File: src/scap_pkg.sv
// ----------------------------------------------------------------------------
// scap_pkg
// Shared widths, fixed-point constants, types and arithmetic helpers for the
// sine/cosine approximation unit.
// ----------------------------------------------------------------------------
`default_nettype none

package scap_pkg;

  // Port formats
  localparam int ANGLE_W          = 32;
  localparam int RESULT_W         = 32;
  localparam int ANGLE_FRAC_BITS  = 24;
  localparam int RESULT_FRAC_BITS = 30;

  // Range reduction (front)
  localparam int MAG_W   = ANGLE_W;                     // |angle| up to 2^31
  localparam int CONST_W = 33;                          // unsigned Q32 constants
  localparam logic [CONST_W-1:0] FOUR_OVER_PI_Q32 = 33'h1_45F3_06DD;
  localparam logic [CONST_W-1:0] HALF_PI_Q32      = 33'h1_921F_B544;
  localparam int PROD4_W = MAG_W + CONST_W;
  localparam int Q_SHIFT = ANGLE_FRAC_BITS + 32;
  localparam int Q_W     = PROD4_W - Q_SHIFT;           // octant count width
  localparam int KPI_W   = Q_W + CONST_W;
  localparam int RSHIFT  = 32 - ANGLE_FRAC_BITS;        // angle to Q32
  localparam int DIFF_W  = ((MAG_W + RSHIFT) > KPI_W ? (MAG_W + RSHIFT) : KPI_W) + 1;
  localparam int RED_W   = 35;                          // reduced angle, signed Q32

  // Polynomial evaluation (back), unsigned Q30
  localparam int QW = 31;
  localparam logic [QW-1:0] ONE_Q30 = 31'h4000_0000;
  localparam logic [QW-1:0] CS1_Q30 = 31'd178916168;
  localparam logic [QW-1:0] CS2_Q30 = 31'd8754575;
  localparam logic [QW-1:0] CC1_Q30 = 31'd536875207;
  localparam logic [QW-1:0] CC2_Q30 = 31'd44755349;
  localparam logic [QW-1:0] CC3_Q30 = 31'd1491308;
  localparam logic [2*QW-1:0] ROUND_Q30 = (2*QW)'(1) << 29;

  localparam int RES_SHIFT = 30 - RESULT_FRAC_BITS;
  localparam logic [QW-1:0] RES_HALF = (QW'(1) << RES_SHIFT) >> 1;
  localparam logic [QW-1:0] RES_MAX  = QW'(1) << RESULT_FRAC_BITS;
  localparam logic signed [RESULT_W-1:0] RES_LIMIT = RESULT_W'(RES_MAX);

  // Decoupling queue; depth is a power of two and exceeds FRONT_STAGES + 1
  localparam int QUEUE_DEPTH  = 8;
  localparam int QPTR_W       = $clog2(QUEUE_DEPTH);
  localparam int QCNT_W       = $clog2(QUEUE_DEPTH + 1);
  localparam int FRONT_STAGES = 3;
  localparam int FSTG_W       = $clog2(FRONT_STAGES + 1);
  localparam int BACK_STAGES  = 11;

  typedef enum logic [1:0] {
    QUAD_0 = 2'd0,
    QUAD_1 = 2'd1,
    QUAD_2 = 2'd2,
    QUAD_3 = 2'd3
  } scap_quad_t;

  // Reduced item held in the queue
  typedef struct packed {
    scap_quad_t               quad;
    logic                     neg_in;
    logic signed [RED_W-1:0]  r;
  } scap_red_t;

  typedef struct packed {
    logic      push;
    scap_red_t data;
  } scap_push_t;

  // Q30 product, rounded half up
  function automatic logic [QW-1:0] mul_q30(input logic [QW-1:0] a,
                                             input logic [QW-1:0] b);
    logic [2*QW-1:0] p;
    p = ((2*QW)'(a) * (2*QW)'(b)) + ROUND_Q30;
    return p[30 +: QW];
  endfunction

  // Saturate to one, round to the result format, saturate again
  function automatic logic [QW-1:0] to_mag(input logic [QW-1:0] v);
    logic [QW-1:0] c;
    logic [QW-1:0] m;
    c = (v > ONE_Q30) ? ONE_Q30 : v;
    m = (c + RES_HALF) >> RES_SHIFT;
    return (m > RES_MAX) ? RES_MAX : m;
  endfunction

endpackage

`default_nettype wire

File: src/scap_front.sv
// ----------------------------------------------------------------------------
// scap_front
// Takes angle items, forms |angle|, the quadrant count and the reduced angle,
// and pushes the reduced item into the queue.
// ----------------------------------------------------------------------------
`default_nettype none

module scap_front (
  input  logic                                 clk,
  input  logic                                 rst,
  input  logic                                 start,
  input  logic signed [scap_pkg::ANGLE_W-1:0]  angle,
  input  logic        [scap_pkg::QCNT_W-1:0]   queue_count,
  output logic                                 busy,
  output scap_pkg::scap_push_t                 push_out
);
  import scap_pkg::*;

  logic                  v1, v2, v3;
  logic [MAG_W-1:0]      s1_mag, s2_mag, s3_mag;
  logic                  s1_neg, s2_neg, s3_neg;
  logic [Q_W-1:0]        s2_q;
  logic [KPI_W-1:0]      s3_kpi;
  scap_quad_t            s3_quad;

  logic                  accept;
  logic [FSTG_W-1:0]     inflight;
  logic [MAG_W-1:0]      mag_in;
  logic [PROD4_W-1:0]    prod;
  logic [Q_W:0]          kp1;
  logic [Q_W-1:0]        k;
  logic [DIFF_W-1:0]     diff;

  // credit check: every item in flight already owns a queue slot
  assign inflight = FSTG_W'(v1) + FSTG_W'(v2) + FSTG_W'(v3);
  assign busy     = ((QCNT_W+1)'(queue_count) + (QCNT_W+1)'(inflight))
                    >= (QCNT_W+1)'(QUEUE_DEPTH);
  assign accept   = start & ~busy;

  assign mag_in = angle[ANGLE_W-1] ? (~MAG_W'(angle) + 1'b1) : MAG_W'(angle);
  assign prod   = PROD4_W'(s1_mag) * PROD4_W'(FOUR_OVER_PI_Q32);
  assign kp1    = (Q_W+1)'(s2_q) + 1'b1;
  assign k      = kp1[Q_W:1];
  assign diff   = (DIFF_W'(s3_mag) << RSHIFT) - DIFF_W'(s3_kpi);

  always_ff @(posedge clk) begin
    if (rst) begin
      v1 <= 1'b0;
      v2 <= 1'b0;
      v3 <= 1'b0;
    end else begin
      v1 <= accept;
      v2 <= v1;
      v3 <= v2;
    end
  end

  always_ff @(posedge clk) begin
    if (accept) begin
      s1_mag <= mag_in;
      s1_neg <= angle[ANGLE_W-1];
    end
    s2_mag  <= s1_mag;
    s2_neg  <= s1_neg;
    s2_q    <= prod[Q_SHIFT +: Q_W];
    s3_mag  <= s2_mag;
    s3_neg  <= s2_neg;
    s3_kpi  <= KPI_W'(k) * KPI_W'(HALF_PI_Q32);
    s3_quad <= scap_quad_t'(k[1:0]);
  end

  always_comb begin
    push_out.push        = v3;
    push_out.data.quad   = s3_quad;
    push_out.data.neg_in = s3_neg;
    push_out.data.r      = signed'(diff[RED_W-1:0]);
  end

endmodule

`default_nettype wire

File: config.mk
export PLATFORM = sky130hd
export DESIGN_NAME = scap_front
export DESIGN_NICKNAME = d
export VERILOG_FILES = /design/src/scap_pkg.sv /design/src/scap_front.sv
export SDC_FILE = /design/constraint.sdc
export NUM_CORES = 1
export LEC_CHECK = 0
export ABC_AREA = 1
export BUFFER_PORTS_ARGS = -buffer_cell sky130_fd_sc_hd__buf_2
export CORE_AREA = 2 2 269 271
export DETAILED_ROUTE_END_ITERATION = 12
export DIE_AREA = 0 0 271 273
export HOLD_SLACK_MARGIN = 0.08
export MAX_ROUTING_LAYER = met4
export PLACE_DENSITY = 0.6
export SYNTH_ARGS = -nofsm -noshare
export SYNTH_HDL_FRONTEND = slang
export SYNTH_SLANG_ARGS = --single-unit
File: constraint.sdc
create_clock -name clk -period 7.1 [get_ports clk]
set_input_delay 0.71 -clock clk [delete_from_list [all_inputs] [get_ports clk]]
set_output_delay 0.71 -clock clk [all_outputs]
set_load 0.02 [all_outputs]
-- After elaboration in Yosys (flattened, before gate mapping)
Cells that the tools add are included.
- add/sub/neg operators: 6
- $mul: 2
- order comparisons: 1
- multiplexer cells: 1
- bitwise gates (word level): 3
- operator list (operator ; number):
    $mul 32x33->65 const B ; 1
    $sub 35x35->35 ; 1
    $mul 9x31->33 const B ; 1
    $add 32x1->32 const B ; 1
    $not 32->32 ; 1
    $mux 31 ; 1
    $add 9x1->10 const B ; 1
    $add 4x2->5 ; 1
    $ge 5x4->1 const B ; 1
    $add 1x1->2 ; 1
    $add 2x1->2 ; 1
    $and 1x1->1 ; 1
    $not 1->1 ; 1
- register bits after elaboration: 136
- input bits: 39
- output and inout port bits: 40
- logic and storage cells: 26

-- Longest topological paths before layout
- depth in word-level cells: 6
- depth in mapped cells: 28
- gate-level depth less buffers: 28

-- Worst setup path before layout
Ideal clock, no wire load.
- path type: register -> register
- start point: register s1_mag[3]
- end point: register s2_q[7]
- setup time: 112 ps
- arrival: 5922 ps
- required time: 6988 ps
- setup slack: 1066 ps
- cell stages (with the launch flop): 25
- buffers on the path: 0
- period minus slack after synthesis: 6034 ps
- cell sequence: edfxtp_1 -> fa_1 -> inv_1 -> fa_1 -> inv_1 -> fa_1 -> inv_1 -> fa_1 -> inv_1 -> fa_1 -> fa_1 -> fa_1 -> inv_1 -> fa_1 -> inv_1 -> ha_1 -> nand2_1 -> nor2_1 -> nand3_1 -> nor3_1 -> nand2_1 -> nand2_1 -> nand2_1 -> nand3_1 -> nand2_1
- word-level cells in the longest chain between the ends: 1
- ends and longest elaborated chain (item ; line ; source):
    start, declared ; scap_front.sv:20 ; logic [MAG_W-1:0] s1_mag, s2_mag, s3_mag;
    start signal, assigned ; scap_front.sv:60 ; s1_mag <= mag_in;
    $mul 32x33->65 ; scap_front.sv:41 ; assign prod = PROD4_W'(s1_mag) * PROD4_W'(FOUR_OVER_PI_Q32);
    via prod[63] ; scap_front.sv:29 ; logic [PROD4_W-1:0] prod;
    end signal, assigned ; scap_front.sv:65 ; s2_q <= prod[Q_SHIFT +: Q_W];
    end, declared ; scap_front.sv:22 ; logic [Q_W-1:0] s2_q;
The timed path passes the listed nets, and every way through them passes these cells.
A chain may end at the register's enable or synchronous reset.

-- Worst setup path in the final report
- start point: register s1_mag[18]
- end point: register s2_q[8]
Same word-level chain as after synthesis.

==> summary.txt <==
Setup path
  • CP endpoint kind: flop
  • Slowest cell on crit path: edfxtp_1
  • Crit path max fanout: 8
  • Worst path arrival time: 7.04 ns
  • Required time at the endpoint of the critical path: 7.44 ns
  • Combined buffer and inverter count along the critical path: 7
  • Family of cells with the greatest summed delay on the critical path: adder cells
  • Setup crit start kind: flop
  • Crit path largest cell delay: 0.87 ns
  • Cell repeated most along the worst path: nand2_1
  • Type of the worst setup path: reg2reg

Layout
  • Most common cell after layout, fill and taps aside: inv_1
  • Layout filler cell count: 7,130
  • Area overhead of the layout relative to synthesis: 8.28%
  • Share of cells above drive strength 1: 4.77%
  • Net count reported at finish: 4,421
  • Most frequent cells in the layout: inv_1 (943), nand2_1 (531), ha_1 (505), fa_1 (470), nor2_1 (201)
  • Area taken by multi-input logic gates: 21,600 um^2
  • Area used by sequential logic in the layout: 3010 um^2

CTS
  • Number of gates resized after cts: 0
  • Clock tree from TritonCTS: built
  • Clock tree buffer depth: 2
  • Number of hold buffers added after cts: 0
  • Level count of the clock H-tree: 4
  • Setup Buffers After CTS: 0
  • Total clock sinks: 134
  • Number of buffers created by CTS: 17
  • Insertion delay of the later-clocked pin in the worst-skew pair: 0.45 ns
  • Clock transition at the registers of the reported paths: 0.07 ns
  • Root buffer cell: clkbuf_16

Drt
  • Post-DR wirelength/cell: 18.5 um
  • Total DRC errors in the routed layout: 0
  • Remaining antenna violation count after routing: 0
  • Violation count after the first detailed-routing iteration: 1,185
  • DRT Pass-1 Iters: 5
  • Via-per-instance ratio: 4.79
  • Detailed-routing wirelength on met1: 36.4 mm
  • DR WL met2: 38.4 mm
  • Total met3 wirelength after detailed routing: 3.78 mm
  • Via count: 20,900
  • Highest routed layer: met4
  • Total Routed Length: 80.7 mm

STA
  • Time the final worst path needs with I/O delays and setup: 6.69 ns
  • Worst slew pin tran: 1.04 ns
  • Final Hold Fails: 0
  • Clock Skew: 0.0122 ns
  • Final-layout setup total negative slack: 0 ns
  • RSZ-0062 raised after global routing: no
  • Slew margin rel.: 30.5%
  • Total of endpoints with negative setup slack in the final report: 0
  • Fmax: 0.149 GHz
  • Count of pins over their slew limit: 0
  • Portion of the clock cycle consumed by the worst path in the final layout: 94.3%

Synthesis
  • Syn. warnings: 0
  • Sequential area share after synthesis: 10.7%
  • Post-Synthesis Cell Area: 28,200 um^2
  • Unique masters post-synth: 43
  • Mapped Avg Cell Area: 8.54 um^2
  • Synth Register Bits: 134
  • Synth async-reset ratio: 0%
  • Commonest register cell after synthesis: dfxtp_1
  • Number of enable-type register cells in the synthesized netlist: 33
  • Mapped Cells: 3,297

GRT
  • Aggregate global-route resource usage: 23.2%
  • Maximum number of pins on one net before global-route repair: 34
  • Remaining global-route overflow: 0
  • Vias in the first global route: 22,200
  • Global-route wire length before repair: 126 mm
  • Antenna violations before repair: 4

Worst hold path
  • HP Class: reg2reg

Floorplanning
  • Initial core utilization: 39.7%
  • Height of the die: 273 um
  • Row cnt: 98
  • Overall die width: 271 um
  • Floorplan core area: 71,000 um^2
  • Number of I/O pins: 79
  • Floorplan die area: 74,000 um^2

Run status
  • Result of the run: complete, no violations

Place
  • Routability congestion estimate from global placement: 0.961
  • Count of input and output buffers: 76
  • Final HPWL from detailed placement: 72.7 mm

Run
  • Number of max-cap violations: 0
==> final timing paths <==
check | from | to | slack [ns] | cells after the start
worst max-delay path | s1_mag[18]$_DFFE_PP_ | s2_q[8]$_DFF_P_ | 0.41 | 26
worst min-delay path | s2_mag[6]$_DFF_P_ | s3_mag[6]$_DFF_P_ | 0.32 | 0
worst max register to register | s1_mag[18]$_DFFE_PP_ | s2_q[8]$_DFF_P_ | 0.41 | 26
worst min register to register | s2_mag[6]$_DFF_P_ | s3_mag[6]$_DFF_P_ | 0.32 | 0
==> routing by layer <==
metal,GRT usage [%],vias to the layer above
met3,2.90,98
met5,-,-
met4,5.73,0
met2,38.9,528
li1,-,10200
met1,29.8,10100
==> per-stage QoR <==
| stage | util (%) | setup slack [ns] | area (um^2) | cells | hold WS [ns] |
|---|---|---|---|---|---|
| CTS | 43.0 | 0.436 | 30500 | 4370 | 0.333 |
| finish | 43.0 | 0.405 | 30500 | 4371 | 0.324 |
| global placement | 42.1 | 0.470 | 29900 | 4338 | 0.311 |
| detailed placement | 42.1 | 0.433 | 29900 | 4338 | 0.318 |
| global route | 43.0 | 0.000584 | 30500 | 4370 | 0.339 |
| floorplan | - | 1.07 | 28200 | 3298 | 0.310 |
==> sequential cells by signal, summed over array words and instances, names as in the netlist <==
register  flops
s1_neg        1
v2            1
v3            1
v1            1
s3_kpi       32
s2_mag       27
s1_mag       32
s3_quad       1
s2_q          9
s3_neg        1
s2_neg        1
s3_mag       27
==> synth_stat cells, drive strengths merged, types with 7 or more instances <==
library cell	instances	area, um^2
inv	945	3550
nand2	535	2020
ha	505	6320
fa	470	9410
nor2	208	796
a21oi	123	623
dfxtp	101	2020
nand3	91	465
o21ai	68	348
xor2	68	596
edfxtp	33	991
nor3	33	181
nand4	24	150
xnor2	20	175
o21bai	16	124
buf	8	57.6
nand3b	8	60.1
or2	8	50.1
a21o	7	52.6
==> kinds of logic after synthesis <==
family | after synthesis | synth area share (%)
AO/OA/AOI/OAI | 224 | 4.36
XOR/XNOR | 88 | 2.74
adder cells (fa/ha/maj) | 975 | 55.8
buffers and inverters | 956 | 12.8
flip-flops | 134 | 10.7
other | 1 | 0.0133
AND/OR/NAND/NOR | 919 | 13.5
==> cell type report <==
class | instances | share of cell area (%)
multi-input combinational | 2208 | 70.7
inverter | 945 | 11.6
sequential | 134 | 9.88
tap | 950 | 3.90
timing repair buffer | 101 | 1.86
clock buffer | 17 | 1.39
clock inverter | 15 | 0.669
antenna | 1 | 0.00820
Power is left out: the tool's default activity adds up to more than one toggle a clock period on the data nets, which glitch-free logic cannot reach.
