--- src/scap_pkg.sv ---
// ----------------------------------------------------------------------------
// scap_pkg
// Shared widths, fixed-point constants, types and arithmetic helpers for the
// sine/cosine approximation unit.
// ----------------------------------------------------------------------------
`default_nettype none

package scap_pkg;

  // Port formats
  localparam int ANGLE_W          = 32;
  localparam int RESULT_W         = 32;
  localparam int ANGLE_FRAC_BITS  = 24;
  localparam int RESULT_FRAC_BITS = 30;

  // Range reduction (front)
  localparam int MAG_W   = ANGLE_W;                     // |angle| up to 2^31
  localparam int CONST_W = 33;                          // unsigned Q32 constants
  localparam logic [CONST_W-1:0] FOUR_OVER_PI_Q32 = 33'h1_45F3_06DD;
  localparam logic [CONST_W-1:0] HALF_PI_Q32      = 33'h1_921F_B544;
  localparam int PROD4_W = MAG_W + CONST_W;
  localparam int Q_SHIFT = ANGLE_FRAC_BITS + 32;
  localparam int Q_W     = PROD4_W - Q_SHIFT;           // octant count width
  localparam int KPI_W   = Q_W + CONST_W;
  localparam int RSHIFT  = 32 - ANGLE_FRAC_BITS;        // angle to Q32
  localparam int DIFF_W  = ((MAG_W + RSHIFT) > KPI_W ? (MAG_W + RSHIFT) : KPI_W) + 1;
  localparam int RED_W   = 35;                          // reduced angle, signed Q32

  // Polynomial evaluation (back), unsigned Q30
  localparam int QW = 31;
  localparam logic [QW-1:0] ONE_Q30 = 31'h4000_0000;
  localparam logic [QW-1:0] CS1_Q30 = 31'd178916168;
  localparam logic [QW-1:0] CS2_Q30 = 31'd8754575;
  localparam logic [QW-1:0] CC1_Q30 = 31'd536875207;
  localparam logic [QW-1:0] CC2_Q30 = 31'd44755349;
  localparam logic [QW-1:0] CC3_Q30 = 31'd1491308;
  localparam logic [2*QW-1:0] ROUND_Q30 = (2*QW)'(1) << 29;

  localparam int RES_SHIFT = 30 - RESULT_FRAC_BITS;
  localparam logic [QW-1:0] RES_HALF = (QW'(1) << RES_SHIFT) >> 1;
  localparam logic [QW-1:0] RES_MAX  = QW'(1) << RESULT_FRAC_BITS;
  localparam logic signed [RESULT_W-1:0] RES_LIMIT = RESULT_W'(RES_MAX);

  // Decoupling queue; depth is a power of two and exceeds FRONT_STAGES + 1
  localparam int QUEUE_DEPTH  = 8;
  localparam int QPTR_W       = $clog2(QUEUE_DEPTH);
  localparam int QCNT_W       = $clog2(QUEUE_DEPTH + 1);
  localparam int FRONT_STAGES = 3;
  localparam int FSTG_W       = $clog2(FRONT_STAGES + 1);
  localparam int BACK_STAGES  = 11;

  typedef enum logic [1:0] {
    QUAD_0 = 2'd0,
    QUAD_1 = 2'd1,
    QUAD_2 = 2'd2,
    QUAD_3 = 2'd3
  } scap_quad_t;

  // Reduced item held in the queue
  typedef struct packed {
    scap_quad_t               quad;
    logic                     neg_in;
    logic signed [RED_W-1:0]  r;
  } scap_red_t;

  typedef struct packed {
    logic      push;
    scap_red_t data;
  } scap_push_t;

  // Q30 product, rounded half up
  function automatic logic [QW-1:0] mul_q30(input logic [QW-1:0] a,
                                             input logic [QW-1:0] b);
    logic [2*QW-1:0] p;
    p = ((2*QW)'(a) * (2*QW)'(b)) + ROUND_Q30;
    return p[30 +: QW];
  endfunction

  // Saturate to one, round to the result format, saturate again
  function automatic logic [QW-1:0] to_mag(input logic [QW-1:0] v);
    logic [QW-1:0] c;
    logic [QW-1:0] m;
    c = (v > ONE_Q30) ? ONE_Q30 : v;
    m = (c + RES_HALF) >> RES_SHIFT;
    return (m > RES_MAX) ? RES_MAX : m;
  endfunction

endpackage

`default_nettype wire

--- src/scap_queue.sv ---
// ----------------------------------------------------------------------------
// scap_queue
// Short first-in first-out queue of reduced items between front and back.
// ----------------------------------------------------------------------------
`default_nettype none

module scap_queue (
  input  logic                          clk,
  input  logic                          rst,
  input  scap_pkg::scap_push_t          push_in,
  input  logic                          pop,
  output scap_pkg::scap_red_t           head,
  output logic                          empty,
  output logic                          full,
  output logic [scap_pkg::QCNT_W-1:0]   count
);
  import scap_pkg::*;

  scap_red_t          entries [QUEUE_DEPTH];
  logic [QPTR_W-1:0]  wr_ptr;
  logic [QPTR_W-1:0]  rd_ptr;

  assign head  = entries[rd_ptr];
  assign empty = (count == '0);
  assign full  = (count == QCNT_W'(QUEUE_DEPTH));

  always_ff @(posedge clk) begin
    if (push_in.push) begin
      entries[wr_ptr] <= push_in.data;
    end
  end

  always_ff @(posedge clk) begin
    if (rst) begin
      wr_ptr <= '0;
      rd_ptr <= '0;
      count  <= '0;
    end else begin
      if (push_in.push) begin
        wr_ptr <= wr_ptr + 1'b1;
      end
      if (pop) begin
        rd_ptr <= rd_ptr + 1'b1;
      end
      count <= count + QCNT_W'(push_in.push) - QCNT_W'(pop);
    end
  end

endmodule

`default_nettype wire

--- config.mk ---
export PLATFORM = sky130hd
export DESIGN_NAME = scap_queue
export DESIGN_NICKNAME = d
export VERILOG_FILES = /design/src/scap_pkg.sv /design/src/scap_queue.sv
export SDC_FILE = /design/constraint.sdc
export NUM_CORES = 1
export LEC_CHECK = 0
export BUFFER_PORTS_ARGS = -buffer_cell sky130_fd_sc_hd__buf_2
export CAP_MARGIN = 20
export CORE_AREA = 2 2 151 153
export DETAILED_ROUTE_END_ITERATION = 10
export DIE_AREA = 0 0 153 155
export PLACE_DENSITY_LB_ADDON = 0.2
export REMOVE_ABC_BUFFERS = 1
export SLEW_MARGIN = 20
export SYNTH_ARGS = -nofsm -noshare
export SYNTH_HDL_FRONTEND = slang
export SYNTH_SLANG_ARGS = --single-unit
--- constraint.sdc ---
create_clock -name clk -period 4.32 [get_ports clk]
set_clock_uncertainty 0.05 [all_clocks]
set_input_delay 0.432 -clock clk [delete_from_list [all_inputs] [get_ports clk]]
set_output_delay 0.432 -clock clk [all_outputs]
set_load 0.02 [all_outputs]
* Word-level counts from Yosys, hierarchy flattened
Memories as Yosys holds them, arrays and structs flattened. A register that Yosys moved wholly into a read port is not among the register bits.
Cells that the tools add are included.
** Word-level totals
- Register bits after elaboration :: 10
- Memories kept :: 1
- Input bits :: 42
- Bits in writable memories :: 304
** Operators by class
- $add $sub $neg :: 4
- Eq/ne operators :: 1
- Mux-type cells :: 4
- Reductions and logical operators :: 1
** Memories
- entries :: depth 8, width 38, rd ports 1, clocked after Yosys merged registers in 1, wr ports 1, RTL line scap_queue.sv:19 : scap_red_t entries [QUEUE_DEPTH];
** Operators with widths (number)
- adder 3 x 1 -> 3 bit (second input constant) :: 2
- 2-to-1 mux 3 bit :: 2
- adder 4 x 1 -> 4 bit :: 1
- == test 4 bit (second input constant) :: 1
- logical NOT 4 bit :: 1
- subtractor 4 x 1 -> 4 bit :: 1
- 2-to-1 mux 1 bit :: 2

* Depth between registers and ports, before layout
Gate-level depths: netlist (run 1).
- Depth in word-level cells :: 3
- Mapped depth :: 8
- Mapped depth without buffers :: 8

* Worst setup path after synthesis (run 1)
OpenSTA, ideal clock, no wires.
- Path type :: in2reg
- Start :: in push_in[38] (netlist bit)
- End :: mem entries[0][0] (netlist bit) (enable)
- Stages :: 2
- Setup slack :: 0.639 ns
- Library setup time :: 0.481 ns
- Data arrival time :: 3.151 ns
- Path buffers :: 0
- Cells stage by stage :: nand2b_1 > nor3_1
** Between the ends
- Longest elaborated chain between the ends :: 2
** RTL lines
- start, declared :: RTL line scap_queue.sv:10 : input scap_pkg::scap_push_t push_in,
- 2-to-1 mux 1 bit :: RTL line scap_queue.sv:28 : if (push_in.push) begin
- 2-to-1 mux 1 bit (not written as such) :: RTL line scap_queue.sv:29 : entries[wr_ptr] <= push_in.data;
- end, declared :: RTL line scap_queue.sv:19
No other way between the ends.

==> results of run 1 <==
## path summary, 6_finish.rpt
path	startpoint	to
max	flip-flop	head[21]
min	push_in[37]	entries[3][37]$_DFFE_PP_
max reg2reg	wr_ptr[1]$_SDFFE_PP0P_	entries[3][6]$_DFFE_PP_
min reg2reg	wr_ptr[0]$_SDFFE_PP0P_	wr_ptr[0]$_SDFFE_PP0P_
## metal layers
metal / track usage / share of wire / vias to the layer above / wire length (um)
li1: - / - / 2359 / -
met2: 0.325 / 0.51 / 119 / 11300
met4: 0.0503 / 0.019 / 2 / 414
met1: 0.252 / 0.42 / 2812 / 9310
met5: 0 / 0.00059 / - / 13
met3: 0.0384 / 0.043 / 40 / 953
## state kept, by name (all words and copies together), names as in the netlist, named ones only
name,cells
wr_ptr,3
entries,304
count,4
rd_ptr,3
## Yosys cell counts (all sizes together)
cell type | n | area share
mux2 | 38 | 0.036
nand3 | 1 | 0.00042
buf | 13 | 0.0076
ha | 8 | 0.0083
mux2i | 2 | 0.0017
nor2 | 15 | 0.0047
and3 | 2 | 0.0010
nand2 | 4 | 0.0012
edfxtp | 304 | 0.76
inv | 7 | 0.0022
clkbuf | 9 | 0.0028
nor2b | 1 | 0.00052
nor3 | 2 | 0.00083
xnor2 | 1 | 0.00073
xor2 | 3 | 0.0022
a31o | 1 | 0.00073
dfxtp | 13 | 0.022
nand2b | 5 | 0.0026
fa | 1 | 0.0017
a21oi | 3 | 0.0012
mux4 | 76 | 0.14
## final cells by class
cell class / count / area (sq um)
Sequential cell: 317 / 9400
Multi-Input combinational cell: 163 / 2530
Clock inverter: 15 / 113
Timing Repair Buffer: 100 / 571
Inverter: 7 / 26.3
Tap cell: 285 / 357
Fill cell: 1512 / 8420
Antenna cell: 2 / 5.00
Clock buffer: 41 / 813
## cells in the final DEF (no fill, tap or decap), types with 3 or more instances in the layout
cell type  count
nand2b_1       5
a21oi_1        3
inv_1          7
edfxtp_1     304
clkbuf_16     31
dfxtp_1       10
nor2_1         9
xor2_1         3
buf_4         13
buf_2         85
nand2_1        4
mux4_2        76
nor2_4         6
clkbuf_1      10
mux2_2        38
clkinv_1      12
ha_1           8
## per-stage QoR
step | setup slack [ns] | hold WS (ns) | utilization | instance area (sq um)
2_1_floorplan | -0.345 | 0.419 | - | 11900
3_3_place_gp | 1.55 | 0.434 | 0.578 | 12900
3_5_place_dp | 1.53 | 0.452 | 0.578 | 12900
4_1_cts | 0.945 | 0.0788 | 0.620 | 13800
5_1_grt | 0.847 | 0.100 | 0.621 | 13800
6_report | 1.04 | 0.103 | 0.621 | 13800
## kinds of logic after synthesis
family | synth area share
muxes | 0.180
and+or+nand+nor | 0.0113
buffers and inverters | 0.0126
adders and majority gates | 0.0100
xor gates and xnor gates | 0.00292
AOI/OAI and AO/OA | 0.00198
DFF | 0.781
## power breakdown
part / total, mW / switching [mW] / internal [mW]
clock: 2.45 / 1.03 / 1.43
sequential: 3.51 / 0.0591 / 3.45
combinational: 0.605 / 0.329 / 0.276
## critical path: stages, from the launching register on
cell     delay (ns)
dfxtp_4        0.77
buf_4          0.45
mux4_2         0.55
mux2_2         0.30
buf_2          0.16
==> run metrics, run 1 <==
first-pass GRT wire length=33800 um; Final min period=3.28 ns; type of element capturing the critical path=output pin; flops & latches, synth=317; yosys warns=0; clock buffer depth=3; Leak=4.46 nW; vias in the first global route=5830; gr ovfl total=0; post-detailed-route count of antenna-violating nets=0; Syn-to-layout area delta=15.0%; GR Util All Layers=0.189; # rows=55; Placed Cells=871; Die Width=153 um; post_cts resized=0; final net count=671; # port buffers=85; placer congestion estimate=0.712; Rel. slew slack=0.349; hpwl dp=12300 um; kind of critical path=flip-flop to output pin; Critical Path AT=2.79 ns; setup TNS=0 ns; initial antenna violation count=2; I/O pin total=86; die area=23700 sq um; final worst-path cycle share=0.758; # hold bufs at CTS=0; final setup violating endpoints=0; Final Hold Vio Count=0; CTS tree=yes; RSZ-0062 raised after global routing=false; Root Buffer=clkbuf_16; Cells after Synth=509; Die Span Y=155 um; Worst Path Max Fanout=31; Synth Cell Area=12000 sq um; initial drt markers=247; Tightest Hold Check Type=input pin to flip-flop; Post-route DRC=0; Core Region=22200 sq um; Via-to-Cell Ratio=5.73; IR drop worst, VDD=0.387 mV; Clk pin slew, worst setup/hold paths=0.06 ns; Tightest Pin Transition=0.976 ns; H-tree depth=1; register area share after synthesis=0.781; CTS sink count=317; Mapped Avg Cell Area=23.6 sq um; largest net degree at the start of global routing=77; Clock Latency Late Sink=0.54 ns; Worst R2R Setup Slack=2.13 ns; TritonCTS buffer count=31; DRT Wirelength=22000 um; Finished Layout Cells=930; status=finished clean; power per cell area=475 nW/um^2; DRT Pass-1 Iters=4; max frequency=305 MHz; total number of vias=5332; routed len/inst=23.6 um; Pins Over Slew Limit=0; Power, Total=6.57 mW; CP required=3.84 ns; hold depth=1; Starting Density=0.541; Distinct cells, synth=23; crit start category=flip-flop; share of cells above drive strength 1=0.404; worst reg-to-reg path cell count=3; Post-CTS Setup Bufs=0; Max Cap Viol=0
Power figures use the tool's default switching activity.
==> run 2: changes to the inputs <==
--- a/config.mk
+++ b/config.mk
@@ -7,9 +7,9 @@
 export LEC_CHECK = 0
 export BUFFER_PORTS_ARGS = -buffer_cell sky130_fd_sc_hd__buf_2
 export CAP_MARGIN = 20
-export CORE_AREA = 2 2 151 153
+export CORE_AREA = 2 2 153 155
 export DETAILED_ROUTE_END_ITERATION = 10
-export DIE_AREA = 0 0 153 155
+export DIE_AREA = 0 0 155 157
 export PLACE_DENSITY_LB_ADDON = 0.2
 export REMOVE_ABC_BUFFERS = 1
 export SLEW_MARGIN = 20
==> constraint.sdc (replaced) <==
create_clock -name clk -period 2.75 [get_ports clk]
set_clock_uncertainty 0.05 [all_clocks]
set_input_delay 0.275 -clock clk [delete_from_list [all_inputs] [get_ports clk]]
set_output_delay 0.275 -clock clk [all_outputs]
set_load 0.02 [all_outputs]
==> run 2 against run 1 <==
Net effect: utilization grew 2.3 points; first-iteration DRC count grew 60%; non-clock buffer count grew 48; total power grew 68%; combinational power grew 74%.
==> run metrics, run 2 (same netlist as run 1, synthesis figures left out) <==
status=finished clean (unchanged); worst hold endpoint=rd_ptr[0]$_SDFFE_PP0P_ (was entries[3][37]$_DFFE_PP_); reg-to-reg startpoint=wr_ptr[0]$_SDFFE_PP0P_ (was wr_ptr[1]$_SDFFE_PP0P_); clock buffer depth=3 (unchanged); Leak=4.79 nW (was 4.46 nW); GR Util All Layers=0.189 (about the same); pre-CTS setup slack=0.483 ns (was 1.53 ns); Top reg by flops=entries (unchanged); kind of critical path=flip-flop to output pin (unchanged); capturing point of the worst reg2reg path=entries[2][34]$_DFFE_PP_ (was entries[3][6]$_DFFE_PP_); Final Hold Vio Count=0 (unchanged); Worst Path Max Fanout=11 (was 31); commonest non-fill, non-tap cell in the layout=edfxtp_1 (unchanged); Placed Cells=879 (was 871); largest net degree at the start of global routing=45 (was 77); H-tree depth=1 (unchanged); crit path buf inv count=2 (unchanged); power per cell area=760 nW/um^2 (was 475 nW/um^2); Crit path largest cell delay=0.52 ns (was 0.77 ns); number of flip-flops in the largest register=304 (unchanged); Die Width=155 um (was 153 um); Syn-to-layout area delta=20.7% (was 15.0%); placer congestion estimate=0.734 (was 0.712); RSZ-0062 raised after global routing=false (unchanged); hpwl dp=12500 um (was 12300 um); most frequent cells in the layout=edfxtp_1 (304), buf_2 (85), mux4_2 (76) (unchanged); hold depth=3 (was 1); # port buffers=85 (unchanged); Clk pin slew, worst setup/hold paths=0.06 ns (about the same); # rows=55 (unchanged); Clock Latency Late Sink=0.54 ns (about the same); placed cell area=13000 sq um (was 12900 sq um); initial drt markers=396 (was 247); Starting Density=0.534 (was 0.541); max frequency=388 MHz; Core Region=22500 sq um (was 22200 sq um); final net count=719 (was 671); Root Buffer=clkbuf_16 (unchanged); initial antenna violation count=1 (was 2); Finished Layout Cells=978 (was 930); post-route setup slack=0.174 ns (was 1.04 ns); Rel. slew slack=0.595 (was 0.349); type of element capturing the critical path=output pin (unchanged); CP required=2.42 ns (was 3.84 ns); crit start category=flip-flop (unchanged); first-pass GRT wire length=34500 um (was 33800 um); DRT Pass-1 Iters=5 (was 4); TritonCTS buffer count=31 (unchanged); CTS tree=yes (unchanged); Die Span Y=157 um (was 155 um); Max Cap Viol=0 (unchanged); DRT Wirelength=22300 um (was 22000 um); Via-to-Cell Ratio=5.67 (was 5.73); total number of vias=5542 (was 5332); post-detailed-route count of antenna-violating nets=0 (unchanged); Worst R2R Setup Slack=1.01 ns (was 2.13 ns); gr ovfl total=0 (unchanged); Hold Startpoint=pop (was push_in[37]); CP top delay family=multiplexers (unchanged); I/O pin total=86 (unchanged); Antenna diodes=0 (was 2); Final min period=2.58 ns; die area=24300 sq um (was 23700 sq um); Critical Path AT=2.25 ns (was 2.79 ns); share of cells above drive strength 1=0.414 (was 0.404); CTS sink count=317 (unchanged); Tightest Pin Transition=0.607 ns (was 0.976 ns); routed len/inst=22.8 um (was 23.6 um); top flop regs=entries (304), count (4) (unchanged); CP max stage cell=mux4_2 (was dfxtp_4); final setup violating endpoints=0 (unchanged); critical path, cell by cell=buf_4 -> mux4_2 -> mux2_2 -> buf_2 (unchanged); vias in the first global route=6117 (was 5830); IR drop worst, VDD=0.598 mV (was 0.387 mV); Post-route DRC=0 (unchanged); worst reg-to-reg path cell count=3 (unchanged); Pins Over Slew Limit=0 (unchanged); post-route cell area=14500 sq um (was 13800 sq um); final worst-path cycle share=0.937; Tightest Hold Check Type=input pin to flip-flop (unchanged)
## run 2: changes by cell type in the layout (fill, tap and decap cells not counted), moves of 2 or more
| cell | change |
|---|---|
| buf_12 | +6 |
| buf_4 | +4 |
| bufinv_16 | +5 |
| clkbuf_1 | -7 |
| clkbuf_8 | +3 |
| clkinv_1 | -9 |
| clkinv_2 | +8 |
| diode_2 | -2 |
| dlygate4sd3_1 | +39 |
## run 2: repair_timing
item / in CTS / in global routing
hold buffers: 39 / 0
endpoints found under the setup margin: 29 / 0
gates resized for setup: 0 / 0
buffers inserted: 2 / 0
hold endpoints to repair: 311 / 0
## run 2: area by class of cell
| class | count | area [sq um] |
|---|---|---|
| clock buffers | 37 | 828 |
| clock inverters | 21 | 285 |
| fillers | 1492 | 8000 |
| inverters | 7 | 26.3 |
| multi-input cells | 163 | 2530 |
| flip-flops and latches | 317 | 9400 |
| well taps | 285 | 357 |
| repair buffers | 148 | 1080 |
## run 2: tightest hold or removal path, stage by stage
cell	delay [ns]
buf_2	0.14
xnor2_1	0.09
nor2_1	0.08
## run 2: per-layer routing
layer / wire length, um / GRT usage / part of all wire / up-vias
met1: 9230 / 0.243 / 0.41 / 2912
met4: 350 / 0.0463 / 0.016 / 2
li1: - / - / - / 2452
met3: 1160 / 0.0385 / 0.052 / 31
met5: 13 / 0 / 0.00058 / -
met2: 11500 / 0.336 / 0.52 / 145
## run 2: through the flow
step / total power [mW] / hold WS, ns / TNS, ns / utilization
after floorplan: 6.24 / 0.292 / -132.94 / -
after global placement: 6.55 / 0.438 / 0 / 0.577
after detailed placement: 6.59 / 0.466 / 0 / 0.577
after CTS: 11.1 / 0.00469 / 0 / 0.645
after global routing: 11.4 / 0.0371 / 0 / 0.645
final: 11.0 / 0.0241 / 0 / 0.645
## run 2: worst max path at each step
stage                         start       end  slack [ns]  cells past startpoint
final                     flip-flop  head[37]        0.17                      4
after CTS                 flip-flop  head[37]        0.13                      4
after global placement    flip-flop  head[11]        0.51                      4
after detailed placement  flip-flop   head[9]        0.48                      4
after floorplan           flip-flop   head[0]       -1.76                      2
after global routing      flip-flop  head[37]        0.06                      4
## run 2: report_power, final
part | total, mW | switching (mW) | internal (mW)
logic | 1.05 | 0.565 | 0.489
clock network | 4.50 | 1.70 | 2.80
registers | 5.48 | 0.0623 | 5.41
